### src/mbp_pkg.sv
// shared types, constants and helpers for the midi byte stream parser
`default_nettype none

package mbp_pkg;

    localparam logic [7:0] BYTE_CLOCK      = 8'hF8;
    localparam logic [7:0] BYTE_START      = 8'hFA;
    localparam logic [7:0] BYTE_CONTINUE   = 8'hFB;
    localparam logic [7:0] BYTE_STOP       = 8'hFC;
    localparam logic [7:0] BYTE_SYSEX_ON   = 8'hF0;
    localparam logic [7:0] BYTE_SYSEX_OFF  = 8'hF7;
    localparam logic [7:0] BYTE_CHAN_LAST  = 8'hEF;
    localparam logic [7:0] BYTE_SONG_POS   = 8'hF2;
    localparam logic [7:0] BYTE_QFRAME     = 8'hF1;
    localparam logic [7:0] BYTE_SONG_SEL   = 8'hF3;
    localparam logic [7:0] BYTE_SYSTEM     = 8'hF0;
    localparam logic [7:0] BYTE_REALTIME   = 8'hF8;
    localparam logic [3:0] KIND_NOTE_OFF   = 4'h8;
    localparam logic [3:0] KIND_NOTE_ON    = 4'h9;
    localparam logic [3:0] KIND_CTRL       = 4'hB;
    localparam logic [3:0] KIND_PROGRAM    = 4'hC;
    localparam logic [3:0] KIND_PRESSURE   = 4'hD;

    localparam logic [2:0] EV_NOTE_OFF     = 3'd0;
    localparam logic [2:0] EV_NOTE_ON      = 3'd1;
    localparam logic [2:0] EV_CTRL         = 3'd2;
    localparam logic [2:0] EV_SONG_POS     = 3'd3;
    localparam logic [2:0] EV_CLOCK        = 3'd4;
    localparam logic [2:0] EV_START        = 3'd5;
    localparam logic [2:0] EV_CONTINUE     = 3'd6;
    localparam logic [2:0] EV_STOP         = 3'd7;

    typedef struct packed {
        logic [2:0]  event_type;
        logic [3:0]  channel;
        logic [6:0]  data_first;
        logic [6:0]  data_second;
        logic [13:0] position_value;
    } mbp_result_t;

    // data bytes that complete a message begun with this status
    function automatic logic [1:0] mbp_expected(input logic [7:0] st);
        logic [1:0] cnt;
        begin
            if (st[7] && st <= BYTE_CHAN_LAST)
            begin
                if (st[7:4] == KIND_PROGRAM || st[7:4] == KIND_PRESSURE)
                    cnt = 2'd1;
                else
                    cnt = 2'd2;
            end
            else if (st == BYTE_SONG_POS)
                cnt = 2'd2;
            else if (st == BYTE_QFRAME || st == BYTE_SONG_SEL)
                cnt = 2'd1;
            else
                cnt = 2'd0;
            return cnt;
        end
    endfunction

endpackage

`default_nettype wire

### src/mbp_in_stage.sv
// input register for received bytes
`default_nettype none

module mbp_in_stage
    import mbp_pkg::*;
(
    input  wire logic       clk,
    input  wire logic       rst_n,
    input  wire logic       midi_valid,
    output logic            midi_ready,
    input  wire logic [7:0] midi_byte,
    input  wire logic       space,
    output logic            step,
    output logic [7:0]      byte_out
);

    logic       valid_reg;
    logic       valid_next;
    logic [7:0] byte_reg;

    assign step       = valid_reg && space;
    assign midi_ready = !valid_reg || step;
    assign byte_out   = byte_reg;

    always_comb
    begin
        valid_next = valid_reg;
        if (midi_valid && midi_ready)
            valid_next = 1'b1;
        else if (step)
            valid_next = 1'b0;
    end

    always_ff @(posedge clk or negedge rst_n)
    begin
        if (!rst_n)
            valid_reg <= 1'b0;
        else
            valid_reg <= valid_next;
    end

    always_ff @(posedge clk)
    begin
        if (midi_valid && midi_ready)
            byte_reg <= midi_byte;
    end

endmodule

`default_nettype wire

### src/mbp_core.sv
// parser state and per-byte decode
`default_nettype none

module mbp_core
    import mbp_pkg::*;
(
    input  wire logic       clk,
    input  wire logic       rst_n,
    input  wire logic       step,
    input  wire logic [7:0] byte_in,
    output logic            res_valid,
    output mbp_result_t     res
);

    logic [7:0] cur_reg;
    logic [7:0] cur_next;
    logic [7:0] run_reg;
    logic [7:0] run_next;
    logic [6:0] d0_reg;
    logic [6:0] d0_next;
    logic [6:0] d1_reg;
    logic [6:0] d1_next;
    logic [1:0] cnt_reg;
    logic [1:0] cnt_next;
    logic [1:0] exp_reg;
    logic [1:0] exp_next;
    logic       sysex_reg;
    logic       sysex_next;

    logic [7:0] cur_w;
    logic [1:0] cnt_w;
    logic [1:0] exp_w;
    logic [6:0] d0_w;
    logic [6:0] d1_w;
    logic       go;

    always_comb
    begin
        cur_next   = cur_reg;
        run_next   = run_reg;
        d0_next    = d0_reg;
        d1_next    = d1_reg;
        cnt_next   = cnt_reg;
        exp_next   = exp_reg;
        sysex_next = sysex_reg;
        res_valid  = 1'b0;
        res        = '0;
        cur_w      = cur_reg;
        cnt_w      = cnt_reg;
        exp_w      = exp_reg;
        d0_w       = d0_reg;
        d1_w       = d1_reg;
        go         = 1'b0;

        if (step)
        begin
            if (byte_in == BYTE_CLOCK)
            begin
                res_valid      = 1'b1;
                res.event_type = EV_CLOCK;
            end
            else if (byte_in == BYTE_START)
            begin
                res_valid      = 1'b1;
                res.event_type = EV_START;
            end
            else if (byte_in == BYTE_CONTINUE)
            begin
                res_valid      = 1'b1;
                res.event_type = EV_CONTINUE;
            end
            else if (byte_in == BYTE_STOP)
            begin
                res_valid      = 1'b1;
                res.event_type = EV_STOP;
            end
            else if (byte_in >= BYTE_REALTIME)
            begin
                res_valid = 1'b0;
            end
            else if (byte_in[7])
            begin
                if (byte_in == BYTE_SYSEX_ON)
                begin
                    sysex_next = 1'b1;
                    run_next   = '0;
                    cnt_next   = '0;
                end
                else if (byte_in == BYTE_SYSEX_OFF)
                begin
                    sysex_next = 1'b0;
                    cur_next   = '0;
                    cnt_next   = '0;
                end
                else if (!sysex_reg)
                begin
                    cur_next = byte_in;
                    cnt_next = '0;
                    exp_next = mbp_expected(byte_in);
                    run_next = (byte_in <= BYTE_CHAN_LAST) ? byte_in : 8'h00;
                end
            end
            else if (!sysex_reg)
            begin
                go = 1'b1;
                // restart from running status when no message is open
                if (exp_reg == 2'd0)
                begin
                    if (run_reg == 8'h00)
                        go = 1'b0;
                    else
                    begin
                        cur_w = run_reg;
                        cnt_w = '0;
                        exp_w = mbp_expected(run_reg);
                    end
                end
                if (go)
                begin
                    if (cnt_w < 2'd2)
                    begin
                        if (cnt_w[0])
                            d1_w = byte_in[6:0];
                        else
                            d0_w = byte_in[6:0];
                        cnt_w = cnt_w + 2'd1;
                    end
                    d0_next = d0_w;
                    d1_next = d1_w;
                    if (cnt_w < exp_w)
                    begin
                        cur_next = cur_w;
                        cnt_next = cnt_w;
                        exp_next = exp_w;
                    end
                    else
                    begin
                        res.channel     = cur_w[3:0];
                        res.data_first  = d0_w;
                        res.data_second = d1_w;
                        if (cur_w == BYTE_SONG_POS)
                        begin
                            res_valid          = 1'b1;
                            res.event_type     = EV_SONG_POS;
                            res.position_value = {d1_w, d0_w};
                        end
                        else if (cur_w[7:4] == KIND_NOTE_OFF)
                        begin
                            res_valid      = 1'b1;
                            res.event_type = EV_NOTE_OFF;
                        end
                        else if (cur_w[7:4] == KIND_NOTE_ON)
                        begin
                            res_valid      = 1'b1;
                            res.event_type = (d1_w == 7'd0) ? EV_NOTE_OFF : EV_NOTE_ON;
                        end
                        else if (cur_w[7:4] == KIND_CTRL)
                        begin
                            res_valid      = 1'b1;
                            res.event_type = EV_CTRL;
                        end
                        cnt_next = '0;
                        if (cur_w >= BYTE_SYSTEM)
                        begin
                            cur_next = '0;
                            exp_next = '0;
                        end
                        else
                        begin
                            cur_next = cur_w;
                            exp_next = exp_w;
                        end
                    end
                end
            end
        end
    end

    always_ff @(posedge clk or negedge rst_n)
    begin
        if (!rst_n)
        begin
            cur_reg   <= '0;
            run_reg   <= '0;
            d0_reg    <= '0;
            d1_reg    <= '0;
            cnt_reg   <= '0;
            exp_reg   <= '0;
            sysex_reg <= 1'b0;
        end
        else
        begin
            cur_reg   <= cur_next;
            run_reg   <= run_next;
            d0_reg    <= d0_next;
            d1_reg    <= d1_next;
            cnt_reg   <= cnt_next;
            exp_reg   <= exp_next;
            sysex_reg <= sysex_next;
        end
    end

endmodule

`default_nettype wire

### src/mbp_out_stage.sv
// result register for parsed events
`default_nettype none

module mbp_out_stage
    import mbp_pkg::*;
(
    input  wire logic        clk,
    input  wire logic        rst_n,
    input  wire logic        load,
    input  wire mbp_result_t res,
    output logic             space,
    output logic             event_valid,
    input  wire logic        event_ready,
    output mbp_result_t      result
);

    logic        valid_reg;
    logic        valid_next;
    mbp_result_t res_reg;

    assign space       = !valid_reg || event_ready;
    assign event_valid = valid_reg;
    assign result      = res_reg;

    always_comb
    begin
        valid_next = valid_reg;
        if (load)
            valid_next = 1'b1;
        else if (event_ready)
            valid_next = 1'b0;
    end

    always_ff @(posedge clk or negedge rst_n)
    begin
        if (!rst_n)
            valid_reg <= 1'b0;
        else
            valid_reg <= valid_next;
    end

    always_ff @(posedge clk)
    begin
        if (load)
            res_reg <= res;
    end

endmodule

`default_nettype wire

### src/midi_byte_stream_parser.sv
// top level of the midi byte stream parser
//
//  channel  | handshake                 | payload
//  ---------+---------------------------+-----------------------------------------
//  byte in  | midi_valid / midi_ready   | midi_byte
//  event    | event_valid / event_ready | event_type, channel, data_first,
//           |                           | data_second, position_value
//
//  a byte is registered, decoded combinationally against the parser state, and an
//  event lands in the result register: event_valid rises when that register loads
//  one byte per cycle sustained while event_ready is high
//  a held event stalls the decode stage, the input register still takes one byte
//  reset clears all parser state and both stage valids
`default_nettype none

module midi_byte_stream_parser
    import mbp_pkg::*;
(
    input  wire logic        clk,
    input  wire logic        rst_n,
    input  wire logic        midi_valid,
    output logic             midi_ready,
    input  wire logic [7:0]  midi_byte,
    output logic             event_valid,
    input  wire logic        event_ready,
    output logic [2:0]       event_type,
    output logic [3:0]       channel,
    output logic [6:0]       data_first,
    output logic [6:0]       data_second,
    output logic [13:0]      position_value
);

    logic        space;
    logic        step;
    logic [7:0]  byte_q;
    logic        res_valid;
    mbp_result_t res;
    mbp_result_t result;

    mbp_in_stage u_in_stage (
        .clk        (clk),
        .rst_n      (rst_n),
        .midi_valid (midi_valid),
        .midi_ready (midi_ready),
        .midi_byte  (midi_byte),
        .space      (space),
        .step       (step),
        .byte_out   (byte_q)
    );

    mbp_core u_core (
        .clk       (clk),
        .rst_n     (rst_n),
        .step      (step),
        .byte_in   (byte_q),
        .res_valid (res_valid),
        .res       (res)
    );

    mbp_out_stage u_out_stage (
        .clk         (clk),
        .rst_n       (rst_n),
        .load        (res_valid),
        .res         (res),
        .space       (space),
        .event_valid (event_valid),
        .event_ready (event_ready),
        .result      (result)
    );

    assign event_type     = result.event_type;
    assign channel        = result.channel;
    assign data_first     = result.data_first;
    assign data_second    = result.data_second;
    assign position_value = result.position_value;

endmodule

`default_nettype wire

### config.mk
export PLATFORM = sky130hd
export DESIGN_NAME = midi_byte_stream_parser
export DESIGN_NICKNAME = d
export VERILOG_FILES = /design/src/mbp_pkg.sv /design/src/mbp_in_stage.sv /design/src/mbp_core.sv /design/src/mbp_out_stage.sv /design/src/midi_byte_stream_parser.sv
export SDC_FILE = /design/constraint.sdc
export NUM_CORES = 1
export LEC_CHECK = 0
export BUFFER_PORTS_ARGS = -buffer_cell sky130_fd_sc_hd__buf_2
export CAP_MARGIN = 15
export CELL_PAD_IN_SITES_DETAIL_PLACEMENT = 1
export CELL_PAD_IN_SITES_GLOBAL_PLACEMENT = 2
export CORE_ASPECT_RATIO = 1.4
export CORE_MARGIN = 2
export CORE_UTILIZATION = 42
export CTS_CLUSTER_SIZE = 16
export DETAILED_ROUTE_END_ITERATION = 10
export PLACE_DENSITY_LB_ADDON = 0.1
export SLEW_MARGIN = 20
export SYNTH_ARGS = -nofsm -noshare
export SYNTH_HDL_FRONTEND = slang
export SYNTH_SLANG_ARGS = --single-unit
### constraint.sdc
create_clock -name clk -period 6.9 [get_ports clk]
set_input_delay 1.38 -clock clk [delete_from_list [all_inputs] [get_ports clk]]
set_output_delay 1.38 -clock clk [all_outputs]
set_load 0.1 [all_outputs]
Word-level counts from Yosys, hierarchy flattened
Index checks and enable logic that the tools add are counted.
- bits in registers: 80
- input port bits: 12
- output and inout bits: 37
- word-level logic and storage cells: 222
- add/subtract/negate cells: 1
- order comparisons: 6
- equal/unequal tests: 26
- muxes and demuxes: 133
- bitwise logic cells: 10
- reduce and logical (&&, ||, !) cells: 29
- operators with widths (operator ; count):
    $mux W8 ; 22
    $mux W35 ; 5
    $eq A8 B8 Y1 const B ; 13
    $mux W2 ; 52
    $mux W7 ; 13
    $mux W1 ; 33
    $eq A4 B4 Y1 const B ; 7
    $reduce_and A9 Y1 ; 3
    $mux W3 ; 7
    $ge A8 B8 Y1 const B ; 2
    $le A8 B8 Y1 const B ; 2
    $mux W14 ; 1
    $reduce_and A11 Y1 ; 1
    $reduce_or A11 Y1 ; 1
    $not A1 Y1 ; 10
    $reduce_and A10 Y1 ; 1
    $reduce_or A10 Y1 ; 1
    $logic_not A8 Y1 ; 1
    $ne A2 B2 Y1 const B ; 4
    $reduce_and A8 Y1 ; 1
    $reduce_bool A2 Y1 ; 4
    $logic_not A7 Y1 ; 1
    $logic_or A1 B1 Y1 ; 6
    $logic_and A1 B1 Y1 ; 4
    9 further kinds ; 10

Depth between registers and ports, before layout
Gate-level depths: netlist of run 1.
- depth in word-level cells: 36
- depth in mapped cells: 14
- gate-level depth less buffers: 11

Cells and area by module
From an unflattened synthesis of run 1, not the netlist that was laid out.
- cell total of the unflattened synthesis: 340
- area, all modules: 3880.0 um^2
- modules (own cells, without submodules) (module ; times used ; cells each ; area each (um^2) ; seq. area each (um^2)):
    mbp_core ; 1 ; 289 ; 2481.1 ; 875.8
    mbp_out_stage ; 1 ; 38 ; 1098.6 ; 1076.0
    mbp_in_stage ; 1 ; 13 ; 300.3 ; 265.3

Worst setup path before layout of run 1
Ideal clock, no wire load.
- path kind: input -> register
- start point: input port event_ready
- end point: register u_out_stage.res_reg, in the netlist u_out_stage.result[0], enable pin
- setup time: 0.393 ns
- arrival: 3.496 ns
- required time: 6.507 ns
- slack: 3.012 ns
- stages on the path: 7
- path buffers: 1
- path through: nor2b_1 or4_4 nand2b_1 nand2b_1 buf_2 a2111o_1 nand2_1
- word-level cells in the longest chain between the ends: 3
- ends and longest elaborated chain (what ; line ; text):
    start, declared ; midi_byte_stream_parser.sv:25 ; input wire logic event_ready,
    $logic_or A1 B1 Y1 ; mbp_out_stage.sv:21 ; assign space = !valid_reg || event_ready;
    $logic_and A1 B1 Y1 ; mbp_in_stage.sv:21 ; assign step = valid_reg && space;
    $mux W1 ; mbp_core.sv:55 ; if (step)
    net res_valid ; midi_byte_stream_parser.sv:36 ; logic res_valid;
    end signal, assigned ; mbp_out_stage.sv:45 ; res_reg <= res;
    end, declared ; mbp_out_stage.sv:19 ; mbp_result_t res_reg;
The timed path passes the listed nets, and every way through them passes these cells.
A chain may end at the register's enable or synchronous reset.

Final worst setup path of run 1
- start point: register u_core.run_reg[4]
- end point: register u_out_stage.res_reg, in the netlist u_out_stage.result[31], enable pin
- word-level cells in the longest chain between the ends: 33
- elaborated cells on any way between the ends: 85
- classes of those cells: add/sub: 1; order compare: 3; eq/ne: 9; mux: 68; reduce/logical: 4
- ends and longest elaborated chain (what ; line ; text):
    start, declared ; mbp_core.sv:17 ; logic [7:0] run_reg;
    start signal, assigned ; mbp_core.sv:194 ; run_reg <= run_next;
    $logic_not A8 Y1 ; mbp_core.sv:109 ; if (run_reg == 8'h00)
    $mux W2 ; mbp_core.sv:109 ;
    $mux W2 ; mbp_core.sv:107 ; if (exp_reg == 2'd0)
    $mux W2 ; mbp_core.sv:103 ; else if (!sysex_reg)
    $mux W2 ; mbp_core.sv:81 ; else if (byte_in[7])
    $mux W2 ; mbp_core.sv:77 ; else if (byte_in >= BYTE_REALTIME)
    $mux W2 ; mbp_core.sv:72 ; else if (byte_in == BYTE_STOP)
    $mux W2 ; mbp_core.sv:67 ; else if (byte_in == BYTE_CONTINUE)
    [... 18 more ...] ; n/a ;
    $mux W1 * ; mbp_core.sv:81 ;
    $mux W1 * ; mbp_core.sv:77 ;
    $mux W1 * ; mbp_core.sv:72 ;
    $mux W1 * ; mbp_core.sv:67 ;
    $mux W1 * ; mbp_core.sv:62 ; else if (byte_in == BYTE_START)
    $mux W1 * ; mbp_core.sv:57 ; if (byte_in == BYTE_CLOCK)
    $mux W1 * ; mbp_core.sv:55 ;
    net res_valid ; midi_byte_stream_parser.sv:36 ;
Mark *: on every way through the listed nets, which the timed path passes. The rest lies on a longest branch. The select of a mux whose other input is x is not followed.

==> impl_results.md, run 1 <==
* HPWL Detailed at 6840 um
* Min Hold Slack at between 0.5 and 0.6 ns
* Max clock buf depth at 2
* Root buffer cell: clkbuf_16
* Layout cells sized above 1 at 0.260
* Final Critical Period at 3.97 ns
* Iter 0 DRT Violations at approximately 130
* Pin count of the biggest net entering global routing at 38
* I/O pin cnt at slightly below 50
* # fillers at 1,021
* Run status: finished, final reports clean
* Fin crit share at 0.575
* Sequential share of the synthesized area at 0.555
* RSZ-0062 raised after global routing: false
* Critical path class: flip-flop to flip-flop
* Hold buffers post-CTS at 0
* Fin worst setup slack at 2.93 ns
* Via count at 2,804
* Post-DR vias/cell at between 5 and 6
* CP Max Fanout at 36
* Post-synth EDFFs at 43
* Tightest Pin Transition at 0.878 ns
* Resized Gates After CTS at 0
* CP required at 6.89 ns
* First-pass GRT wire length at 15,700 um
* Slew Viols, Final at 0
* IO buf count at 48
* Max FFs per register at 35
* Slowest CP cell: dfrtp_1
* Syn Std Cell Area at approximately 0.004 mm^2
* Worst Skew at 0.00603 ns
* Yosys reg bits at 80
* Fin Setup TNS at 0 ns
* Main flop type after synthesis: edfxtp_1
* Pwr dens at around 410 mW/mm^2
* Worst Hold Class: flip-flop to flip-flop
* Overflow after GRT at 0
* Gpl congestion at 0.845
* Worst Setup Start Kind: flip-flop
* Crit end category: flip-flop
* FP Rows at 42
* Post-DRT Antenna Nets at 0
* Maximum vdd drop at approximately 0.00015 V
* Cell area after layout at 0.00455 mm^2
* Leakage Power at 1.73 nW
* Mapped Cells at 343
* Max frequency at roughly 250 MHz
* Maxcap violations at 0
* Drt wl/cell at 19.5 um
* Clock slew at reported path FFs at 0.06 ns
* Die Y at 119 um
* Full die area at 0.0103 mm^2
* Post-CTS Setup Repair Bufs at 0
* Slowest stage delay, CP at 0.45 ns
* Nets at 393
* Core area at 0.00935 mm^2
* Worst path cell trace: nor4_2 -> a21o_1 -> nand2_1 -> ha_1 -> inv_1 -> ha_1 -> a2111oi_0 -> a311oi_2 -> nand2b_1 -> buf_4 -> a2111o_1 -> nand2_1 -> buf_4
* Ys async rst share at 0.463
* Detailed-route DRC error count at 0
* Clk_lat worst skew at 0.34 ns
* Die Width at 86.4 um
* Initial antenna violation count at 0
* Overall Global Routing Usage at 0.202
* Final Hold Viols at 0
* Initial core utilization at 0.427
* Vias in the first global route at 2,959
* Yosys cell types at 62
* CP arrival at just under 4 ns
* Post-Syn Nets at between 300 and 400
* # H-tree levels at 3
* Drt first pass iters at 4
* Syn_area_per_cell at ~12 um^2
* Yosys warnings at 0
* Final setup viols at 0
* Placed Area at 0.00426 mm^2
* Slew HR at 0.414
* Area growth from synthesis to layout at 13.9%
* Ant diodes at 0
* Total clock buffers created by CTS at 9
* CTS tree: yes
* Drt total wl at 9630 um
* DP Worst Slack at around 2.9 ns
* Clock Sink Count at 80
## cell type report
class                   instances  area, um^2  share of cell area
clock buffers                  13         250              0.0550
clock inverters                 3        42.5             0.00935
inverters                       8        30.0             0.00660
multi-input cells             230        1620               0.356
flip-flops and latches         80        2220               0.487
well taps                     110         138              0.0302
repair buffers                 50         255              0.0561
## path summary, 6_finish.rpt
kind / cells after the start / endpoint / slack, ns / start
setup / recovery: 13 / u_out_stage.result[31] / 2.93 / u_core.run_reg[4]
hold / removal: 1 / u_core.d0_reg[3] / 0.51 / u_core.d0_reg[3]
setup reg to reg: 13 / u_out_stage.result[31] / 2.93 / u_core.run_reg[4]
hold reg to reg: 1 / u_core.d0_reg[3] / 0.51 / u_core.d0_reg[3]
max in group asynchronous: 1 / u_core.d0_reg[0] / 5.18 / rst_n
min in group asynchronous: 1 / u_core.cur_reg[0] / 1.17 / rst_n
## per-stage QoR
| step | utilization | std cells | total power [mW] |
|---|---|---|---|
| 6_report | 0.486 | 494 | 1.87 |
| 2_1_floorplan | - | 343 | 1.28 |
| 4_1_cts | 0.486 | 494 | 1.89 |
| 3_3_place_gp | 0.455 | 478 | 1.40 |
| 5_1_grt | 0.486 | 494 | 1.98 |
| 3_5_place_dp | 0.455 | 478 | 1.42 |
## Yosys cell counts (4+ instances only)
cell / n / area [um^2]
nor2_1: 33 / 124
nand2b_1: 11 / 68.8
mux2i_1: 15 / 150
dfrtp_1: 37 / 926
nand3_1: 5 / 25.0
edfxtp_1: 43 / 1290
nor3_2: 10 / 100
o21ai_0: 13 / 65.1
clkbuf_1: 11 / 41.3
a21o_1: 5 / 37.5
mux2_2: 14 / 158
nor4b_1: 5 / 43.8
a22oi_1: 5 / 37.5
buf_2: 8 / 40.0
a21oi_1: 9 / 45.0
a31oi_1: 6 / 37.5
nand4_1: 4 / 25.0
nor3_1: 8 / 40.0
nand2_1: 31 / 116
inv_1: 8 / 30.0
## routing by layer
layer	share of wire	GRT usage	vias up
met4	0.039	0.0996	0
met3	0.028	0.0395	25
met1	0.40	0.227	1382
li1	-	-	1341
met2	0.54	0.357	56
met5	0	0	-
## critical path: cells and delay by family (launching register included)
kind | cells | cell delay (ns)
AOI/OAI and AO/OA | 4 | 1.33
and+or+nand+nor | 4 | 0.71
buffers and inverters | 3 | 0.71
DFF | 1 | 0.45
adders and majority gates | 2 | 0.40
## power by group
group          switching, mW  internal, mW  leakage, nW  total [mW]
logic                  0.442         0.221        0.752       0.662
clock network          0.184         0.290        0.140       0.474
registers              0.114         0.625        0.834       0.738
total                  0.739          1.14         1.73        1.87
## cell usage in the layout (no fill, tap or decap), types with 10 or more instances in the layout
| cell | instances |
|---|---|
| buf_2 | 48 |
| dfrtp_1 | 37 |
| edfxtp_1 | 43 |
| mux2_2 | 14 |
| mux2i_1 | 15 |
| nand2_1 | 31 |
| nand2b_1 | 11 |
| nor2_1 | 33 |
| nor3_2 | 10 |
| o21ai_0 | 13 |
## cell families after synthesis
group,after synthesis,synth area share
simple gates,136,0.201
flops,80,0.555
compound gates,62,0.119
buf+inv,33,0.0404
mux,29,0.0770
fa+ha+maj,2,0.00626
xor+xnor,1,0.00219
(Power assumes the default switching activity.)
==> run 2: changes to the inputs <==
--- a/config.mk
+++ b/config.mk
@@ -11,7 +11,7 @@
 export CELL_PAD_IN_SITES_GLOBAL_PLACEMENT = 2
 export CORE_ASPECT_RATIO = 1.4
 export CORE_MARGIN = 2
-export CORE_UTILIZATION = 42
+export CORE_UTILIZATION = 39
 export CTS_CLUSTER_SIZE = 16
 export DETAILED_ROUTE_END_ITERATION = 10
 export PLACE_DENSITY_LB_ADDON = 0.1
==> constraint.sdc (replaced) <==
create_clock -name clk -period 3.7 [get_ports clk]
set_input_delay 0.74 -clock clk [delete_from_list [all_inputs] [get_ports clk]]
set_output_delay 0.74 -clock clk [all_outputs]
set_load 0.1 [all_outputs]
==> run 2 against run 1 <==
  * Register-to-register slack got worse by 2.6 ns
  * Worst hold slack worse by 0.0097 ns
  * Combinational power is 96% higher
  * Worst setup slack worse by 2.6 ns
  * Die area grew 7.4%
  * Via count up 1.6%
  * Final area grew 2.6%
  * Cell count increased by 6.5%
  * Count of clock-buffer cells in the layout decreased by 2
  * Clock power rose by 98%
  * Fmax is 17% higher
  * Sequential share of layout area fell by 1.3 points
==> impl_results.md, run 2 (synthesis gave the netlist of run 1 again) <==
* Run status: finished, final reports clean (unchanged)
* Layout cells sized above 1 at 0.276 (was 0.260)
* Pin count of the biggest net entering global routing at 38 (unchanged)
* Max clock buf depth at 2 (unchanged)
* Sequential power share at 0.379 (was 0.394)
* Internal at 2.20 mW (was 1.14 mW)
* Cells on worst reg2reg path at 12 (was 13)
* Clk_lat worst skew at 0.34 ns (about the same)
* RSZ-0062 raised after global routing: false (unchanged)
* Ant diodes at 0 (unchanged)
* Sw frac at 0.388 (was 0.394)
* Slowest CP cell: dfrtp_1 (unchanged)
* Total clock buffers created by CTS at 9 (unchanged)
* Placed Cells at 510 (was 478)
* First-pass GRT wire length at 15,800 um (was 15,700 um)
* Worst reg2reg endpoint: u_out_stage.result[9] (was u_out_stage.result[31])
* Logic pwr share at 0.360 (was 0.353)
* I/O pin cnt at 49 (unchanged)
* Vias in the first global route at 2,877 (was 2,959)
* # fillers at 1,122 (was 1,021)
* Slew Viols, Final at 0 (unchanged)
* Crit end category: flip-flop (unchanged)
* # H-tree levels at 3 (unchanged)
* Hold path start: u_core.d0_reg[6] (was u_core.d0_reg[3])
* Worst Hold Class: flip-flop to flip-flop (unchanged)
* Iter 0 DRT Violations at 78 (was 128)
* Post-route insts no fill at 526 (was 494)
* Post-CTS Setup Repair Bufs at 0 (unchanged)
* Nets at 400 (was 393)
* Area growth from synthesis to layout at 16.9% (was 13.9%)
* CP most frequent cell: ha_1
* Overflow after GRT at 0 (unchanged)
* Resized Gates After CTS at 0 (unchanged)
* Via count at 2,850 (was 2,804)
* Die Y at 124 um (was 119 um)
* Root buffer cell: clkbuf_16 (unchanged)
* Die Width at 89.6 um (was 86.4 um)
* Hold path cells at 1 (unchanged)
* Drt total wl at 9950 um (was 9630 um)
* Clock slew at reported path FFs at 0.06 ns (about the same)
* FP Rows at 43 (was 42)
* Final Critical Period at 3.39 ns (was 3.97 ns)
* Final setup viols at 0 (unchanged)
* Critical path class: flip-flop to flip-flop (unchanged)
* CP arrival at 3.42 ns (was 3.96 ns)
* Final Hold Viols at 0 (unchanged)
* IO buf count at 48 (unchanged)
* Detailed-route DRC error count at 0 (unchanged)
* Clock network fraction of total power at 0.261 (was 0.253)
* Reg2Reg Setup Slack at 0.31 ns (was 2.93 ns)
* Most common library cell in the layout ignoring fill and taps: buf_2 (unchanged)
* Slowest stage delay, CP at 0.51 ns (was 0.45 ns)
* Critical R2R Launch: u_core.run_reg[5] (was u_core.run_reg[4])
* Gpl congestion at 0.850 (was 0.845)
* Drt wl/cell at 18.9 um (was 19.5 um)
* Worst Setup Start Kind: flip-flop (unchanged)
* Fin Setup TNS at 0 ns (unchanged)
* CP required at 3.73 ns (was 6.89 ns)
* Pwr dens at 771 mW/mm^2 (was 412 mW/mm^2)
* Initial antenna violation count at 0 (unchanged)
* Full die area at 0.0111 mm^2 (was 0.0103 mm^2)
* Leakage Power at 1.77 nW (was 1.73 nW)
* Fin crit share at 0.917 (was 0.575)
* CP Max Fanout at 35 (was 36)
* Clock Sink Count at 80 (unchanged)
* CTS tree: yes (unchanged)
* Post-DR vias/cell at 5.42 (was 5.68)
* Hold buffers post-CTS at 0 (unchanged)
* Initial core utilization at 0.402 (was 0.427)
* Worst Skew at 0.00851 ns (was 0.00603 ns)
* Switch Pwr at 1.40 mW (was 739 uW)
* Worst Hold End: u_core.d0_reg[6] (was u_core.d0_reg[3])
* Maximum vdd drop at 0.000297 V (was 0.000146 V)
* Maxcap violations at 0 (unchanged)
* Slew HR at 0.408 (was 0.414)
* Drt first pass iters at 4 (unchanged)
* Commonest non-fill, non-tap cells in the layout: 48 x buf_2, 43 x edfxtp_1, 37 x dfrtp_1 (unchanged)
* Max FFs per register at 35 (unchanged)
* Post-DRT Antenna Nets at 0 (unchanged)
* HPWL Detailed at 7080 um (was 6840 um)
* Core area at 0.00995 mm^2 (was 0.00935 mm^2)
* Overall Global Routing Usage at 0.197 (was 0.202)
* Max frequency at 295 MHz (was 252 MHz)
* Tightest Pin Transition at 0.888 ns (was 0.878 ns)
* Worst path cell trace: nor4_4 -> a21o_1 -> nand2_1 -> ha_1 -> inv_1 -> ha_1 -> a2111oi_0 -> a311oi_2 -> nand2b_1 -> a2111o_1 -> nand2_2 -> buf_12 (was nor4_2 -> a21o_1 -> nand2_1 -> ha_1 -> inv_1 -> ha_1 -> a2111oi_0 -> a311oi_2 -> nand2b_1 -> buf_4 -> a2111o_1 -> nand2_1 -> buf_4)
run 2: cell types whose count changed in the layout (fill, tap and decap cells not counted), sizes merged:
cell and change:
buf +7, clkbuf -2, clkinv +2, bufinv +1
clkinvlp -1
run 2: layout make-up:
class                           instances  area [um^2]  area share
Timing Repair Buffer                   57          320      0.0686
Clock buffer                           11          233      0.0498
Clock inverter                          5         81.3      0.0174
Multi-Input combinational cell        230         1620       0.347
Inverter                                8         30.0     0.00643
Tap cell                              135          169      0.0362
Sequential cell                        80         2220       0.475
run 2: power by group through the flow:
stage	logic, mW	clock network [mW]	registers (mW)
finish	1.30	0.940	1.36
global route	1.41	0.988	1.40
CTS	1.31	0.957	1.36
detailed placement	1.31	0	1.38
global placement	1.29	0	1.37
floorplan	0.811	0	1.57
run 2: worst max-delay path by stage:
| stage | from | endpoint | slack [ns] | cells past startpoint |
|---|---|---|---|---|
| floorplan | u_core.run_reg[5] | u_out_stage.result[0] | 0.20 | 14 |
| global placement | u_core.run_reg[5] | u_out_stage.result[34] | 0.45 | 12 |
| global route | u_core.run_reg[4] | u_out_stage.result[13] | 0.05 | 12 |
| finish | u_core.run_reg[5] | u_out_stage.result[9] | 0.31 | 12 |
| detailed placement | u_core.run_reg[5] | u_out_stage.result[34] | 0.31 | 12 |
| CTS | u_core.run_reg[5] | u_out_stage.result[9] | 0.30 | 12 |
run 2: worst max-delay path, delay by kind of cell, from the launching register on:
family / cells / cell delay, ns
buffers and inverters: 2 / 0.26
adder cells (fa/ha/maj): 2 / 0.39
flip-flops: 1 / 0.51
AO/OA/AOI/OAI: 4 / 1.18
AND/OR/NAND/NOR: 4 / 0.73
run 2: metrics by stage:
| step | utilization | setup slack (ns) | hold slack [ns] | power, mW | area [um^2] |
|---|---|---|---|---|---|
| after floorplan | - | 0.202 | 0.444 | 2.38 | 4000 |
| final | 0.469 | 0.308 | 0.502 | 3.60 | 4670 |
| after global placement | 0.438 | 0.454 | 0.489 | 2.66 | 4360 |
| after CTS | 0.469 | 0.295 | 0.509 | 3.64 | 4670 |
| after global routing | 0.469 | 0.0505 | 0.533 | 3.80 | 4670 |
| after detailed placement | 0.438 | 0.308 | 0.496 | 2.69 | 4360 |
run 2: layer usage:
layer | vias up | track usage | routed length [um]
met5 | - | 0 | 0
met4 | 0 | 0.0868 | 306
met3 | 18 | 0.0404 | 304
met2 | 57 | 0.352 | 5390
met1 | 1421 | 0.220 | 3950
li1 | 1354 | - | -
==> run 3: changes to the inputs <==
--- a/config.mk
+++ b/config.mk
@@ -15,6 +15,7 @@
 export CTS_CLUSTER_SIZE = 16
 export DETAILED_ROUTE_END_ITERATION = 10
 export PLACE_DENSITY_LB_ADDON = 0.1
+export REMOVE_ABC_BUFFERS = 1
 export SLEW_MARGIN = 20
 export SYNTH_ARGS = -nofsm -noshare
 export SYNTH_HDL_FRONTEND = slang
==> constraint.sdc (replaced) <==
create_clock -name clk -period 3.82 [get_ports clk]
set_input_delay 0.764 -clock clk [delete_from_list [all_inputs] [get_ports clk]]
set_output_delay 0.764 -clock clk [all_outputs]
set_load 0.1 [all_outputs]
==> run 3 against run 2 <==
  * Critical path depth is the same
  * Core utilization decreased by 0.063 points
  * Count of clock-buffer cells in the layout down 2
  * Flip-flop and latch count is the same
  * Largest cell class unchanged
==> impl_results.md, run 3 (synthesis gave the netlist of run 1 again) <==
* Cells on worst reg2reg path at 12 (unchanged)
* Fin Setup TNS at 0 ns (unchanged)
* Vias in the first global route at 3,038 (was 2,877)
* Slew HR at 0.396 (was 0.408)
* Crit end category: flip-flop (unchanged)
* Root buffer cell: clkbuf_16 (unchanged)
* Overflow after GRT at 0 (unchanged)
* Final setup viols at 0 (unchanged)
* Detailed-route DRC error count at 0 (unchanged)
* FP Rows at 43 (unchanged)
* Drt first pass iters at 4 (unchanged)
* Clk_lat worst skew at 0.35 ns (was 0.34 ns)
* Full die area at 0.0111 mm^2 (unchanged)
* Final Critical Period at 3.54 ns (was 3.39 ns)
* Max FFs per register at 35 (unchanged)
* Post-DRT Antenna Nets at 0 (unchanged)
* Hold path cells at 1 (unchanged)
* Critical path launch point: u_core.run_reg[5] (unchanged)
* Worst Hold End: u_core.d0_reg[6] (unchanged)
* Maximum vdd drop at 0.000293 V (was 0.000297 V)
* Clock slew at reported path FFs at 0.06 ns (about the same)
* Initial antenna violation count at 0 (unchanged)
* Die Y at 124 um (unchanged)
* Post-DR vias/cell at 5.52 (was 5.42)
* Worst Skew at 0.00953 ns (was 0.00851 ns)
* Hold buffers post-CTS at 0 (unchanged)
* First-pass GRT wire length at 17,000 um (was 15,800 um)
* Post-CTS Setup Repair Bufs at 0 (unchanged)
* CTS tree: yes (unchanged)
* Via count at 2,893 (was 2,850)
* Core area at 0.00995 mm^2 (unchanged)
* Critical R2R Launch: u_core.run_reg[5] (unchanged)
* Fin crit share at 0.928 (was 0.917)
* Placed Cells at 508 (was 510)
* Layout cells sized above 1 at 0.278 (was 0.276)
* Worst Setup Start Kind: flip-flop (unchanged)
* Worst Hold Class: flip-flop to flip-flop (unchanged)
* Overall Global Routing Usage at 0.211 (was 0.197)
* Layout Utilization at 0.469 (about the same)
* I/O pin cnt at 49 (unchanged)
* Reg2Reg Setup Slack at 0.28 ns (was 0.31 ns)
* Die Width at 89.6 um (unchanged)
* Gpl congestion at 0.845 (was 0.850)
* HPWL Detailed at 7600 um (was 7080 um)
* Pin count of the biggest net entering global routing at 38 (unchanged)
* Min Hold Slack at 0.507 ns (was 0.502 ns)
* Commonest non-fill, non-tap cells in the layout: 48 x buf_2, 43 x edfxtp_1, 37 x dfrtp_1 (unchanged)
* Iter 0 DRT Violations at 106 (was 78)
* Critical path class: flip-flop to flip-flop (unchanged)
* Worst reg2reg endpoint: u_out_stage.result[25] (was u_out_stage.result[9])
* Hold path start: u_core.d0_reg[6] (unchanged)
* CP arrival at 3.58 ns (was 3.42 ns)
* Final Hold Viols at 0 (unchanged)
* Max clock buf depth at 2 (unchanged)
* CP Max Fanout at 35 (unchanged)
* IO buf count at 48 (unchanged)
* Tightest Pin Transition at 0.905 ns (was 0.888 ns)
* Drt wl/cell at 20.5 um (was 18.9 um)
* Resized Gates After CTS at 0 (unchanged)
* Total clock buffers created by CTS at 9 (unchanged)
* Most common library cell in the layout ignoring fill and taps: buf_2 (unchanged)
* RSZ-0062 raised after global routing: false (unchanged)
* Initial core utilization at 0.402 (unchanged)
* Nets at 398 (was 400)
* Drt total wl at 10,800 um (was 9950 um)
* Maxcap violations at 0 (unchanged)
* Pwr Total at 3.52 mW (was 3.60 mW)
* Post-route insts no fill at 524 (was 526)
* Max frequency at 282 MHz (was 295 MHz)
* Clock Sink Count at 80 (unchanged)
* Slew Viols, Final at 0 (unchanged)
* Leakage Power at 1.77 nW (about the same)
* Ant diodes at 0 (unchanged)
* Run status: finished, final reports clean (unchanged)
* Area growth from synthesis to layout at 16.7% (was 16.9%)
* CP required at 3.85 ns (was 3.73 ns)
* # H-tree levels at 3 (unchanged)
* Pwr dens at 754 mW/mm^2 (was 771 mW/mm^2)
run 3: cell count changes in the layout (fill, tap and decap cells not counted), sizes merged:
cell,change
clkinv,-2
clkbuf,-2
buf,-2
inv,+4
run 3: worst max-delay path by stage:
stage | to | cells past startpoint
2_1_floorplan | u_out_stage.result[0] | 11
3_3_place_gp | u_out_stage.result[9] | 12
3_5_place_dp | u_out_stage.result[2] | 12
4_1_cts | u_out_stage.result[25] | 12
5_1_grt | u_out_stage.result[25] | 12
6_report | u_out_stage.result[25] | 12
run 3: final cells by class:
cell class,count,area (um^2)
Inverter,8,30.0
Tap cell,135,169
Clock inverter,7,98.8
Multi-Input combinational cell,230,1620
Fill cell,1093,5290
Clock buffer,9,225
Sequential cell,80,2220
Timing Repair Buffer,55,305
run 3: per-stage QoR:
step                setup slack, ns  instance area [um^2]
CTS                           0.147                  4660
floorplan                    -0.625                  3860
finish                        0.275                  4660
global placement              0.404                  4340
detailed placement            0.221                  4340
global route                 0.0293                  4660
run 3: where the power goes:
| part | switching (mW) | internal, mW | total (mW) | leakage (nW) |
|---|---|---|---|---|
| Clock | 0.368 | 0.579 | 0.947 | 0.159 |
| Sequential | 0.204 | 1.13 | 1.33 | 0.834 |
| Combinational | 0.823 | 0.413 | 1.24 | 0.778 |
run 3: critical path: stages, from the launching register on:
cell and delay [ns]:
dfrtp_1 0.50, nor4_4 0.43, a21o_2 0.29, nand2_1 0.08
ha_1 0.23, inv_1 0.08, ha_1 0.19, a2111oi_0 0.09
a311oi_2 0.38, nand2b_1 0.16, a2111o_1 0.44, nand2_1 0.13
buf_12 0.22
run 3: layer usage:
metal	up-vias	track usage	wire (um)
met4	0	0.0942	321
met2	63	0.368	5800
met5	-	0	0
li1	1351	-	-
met1	1462	0.255	4270
met3	17	0.0265	373
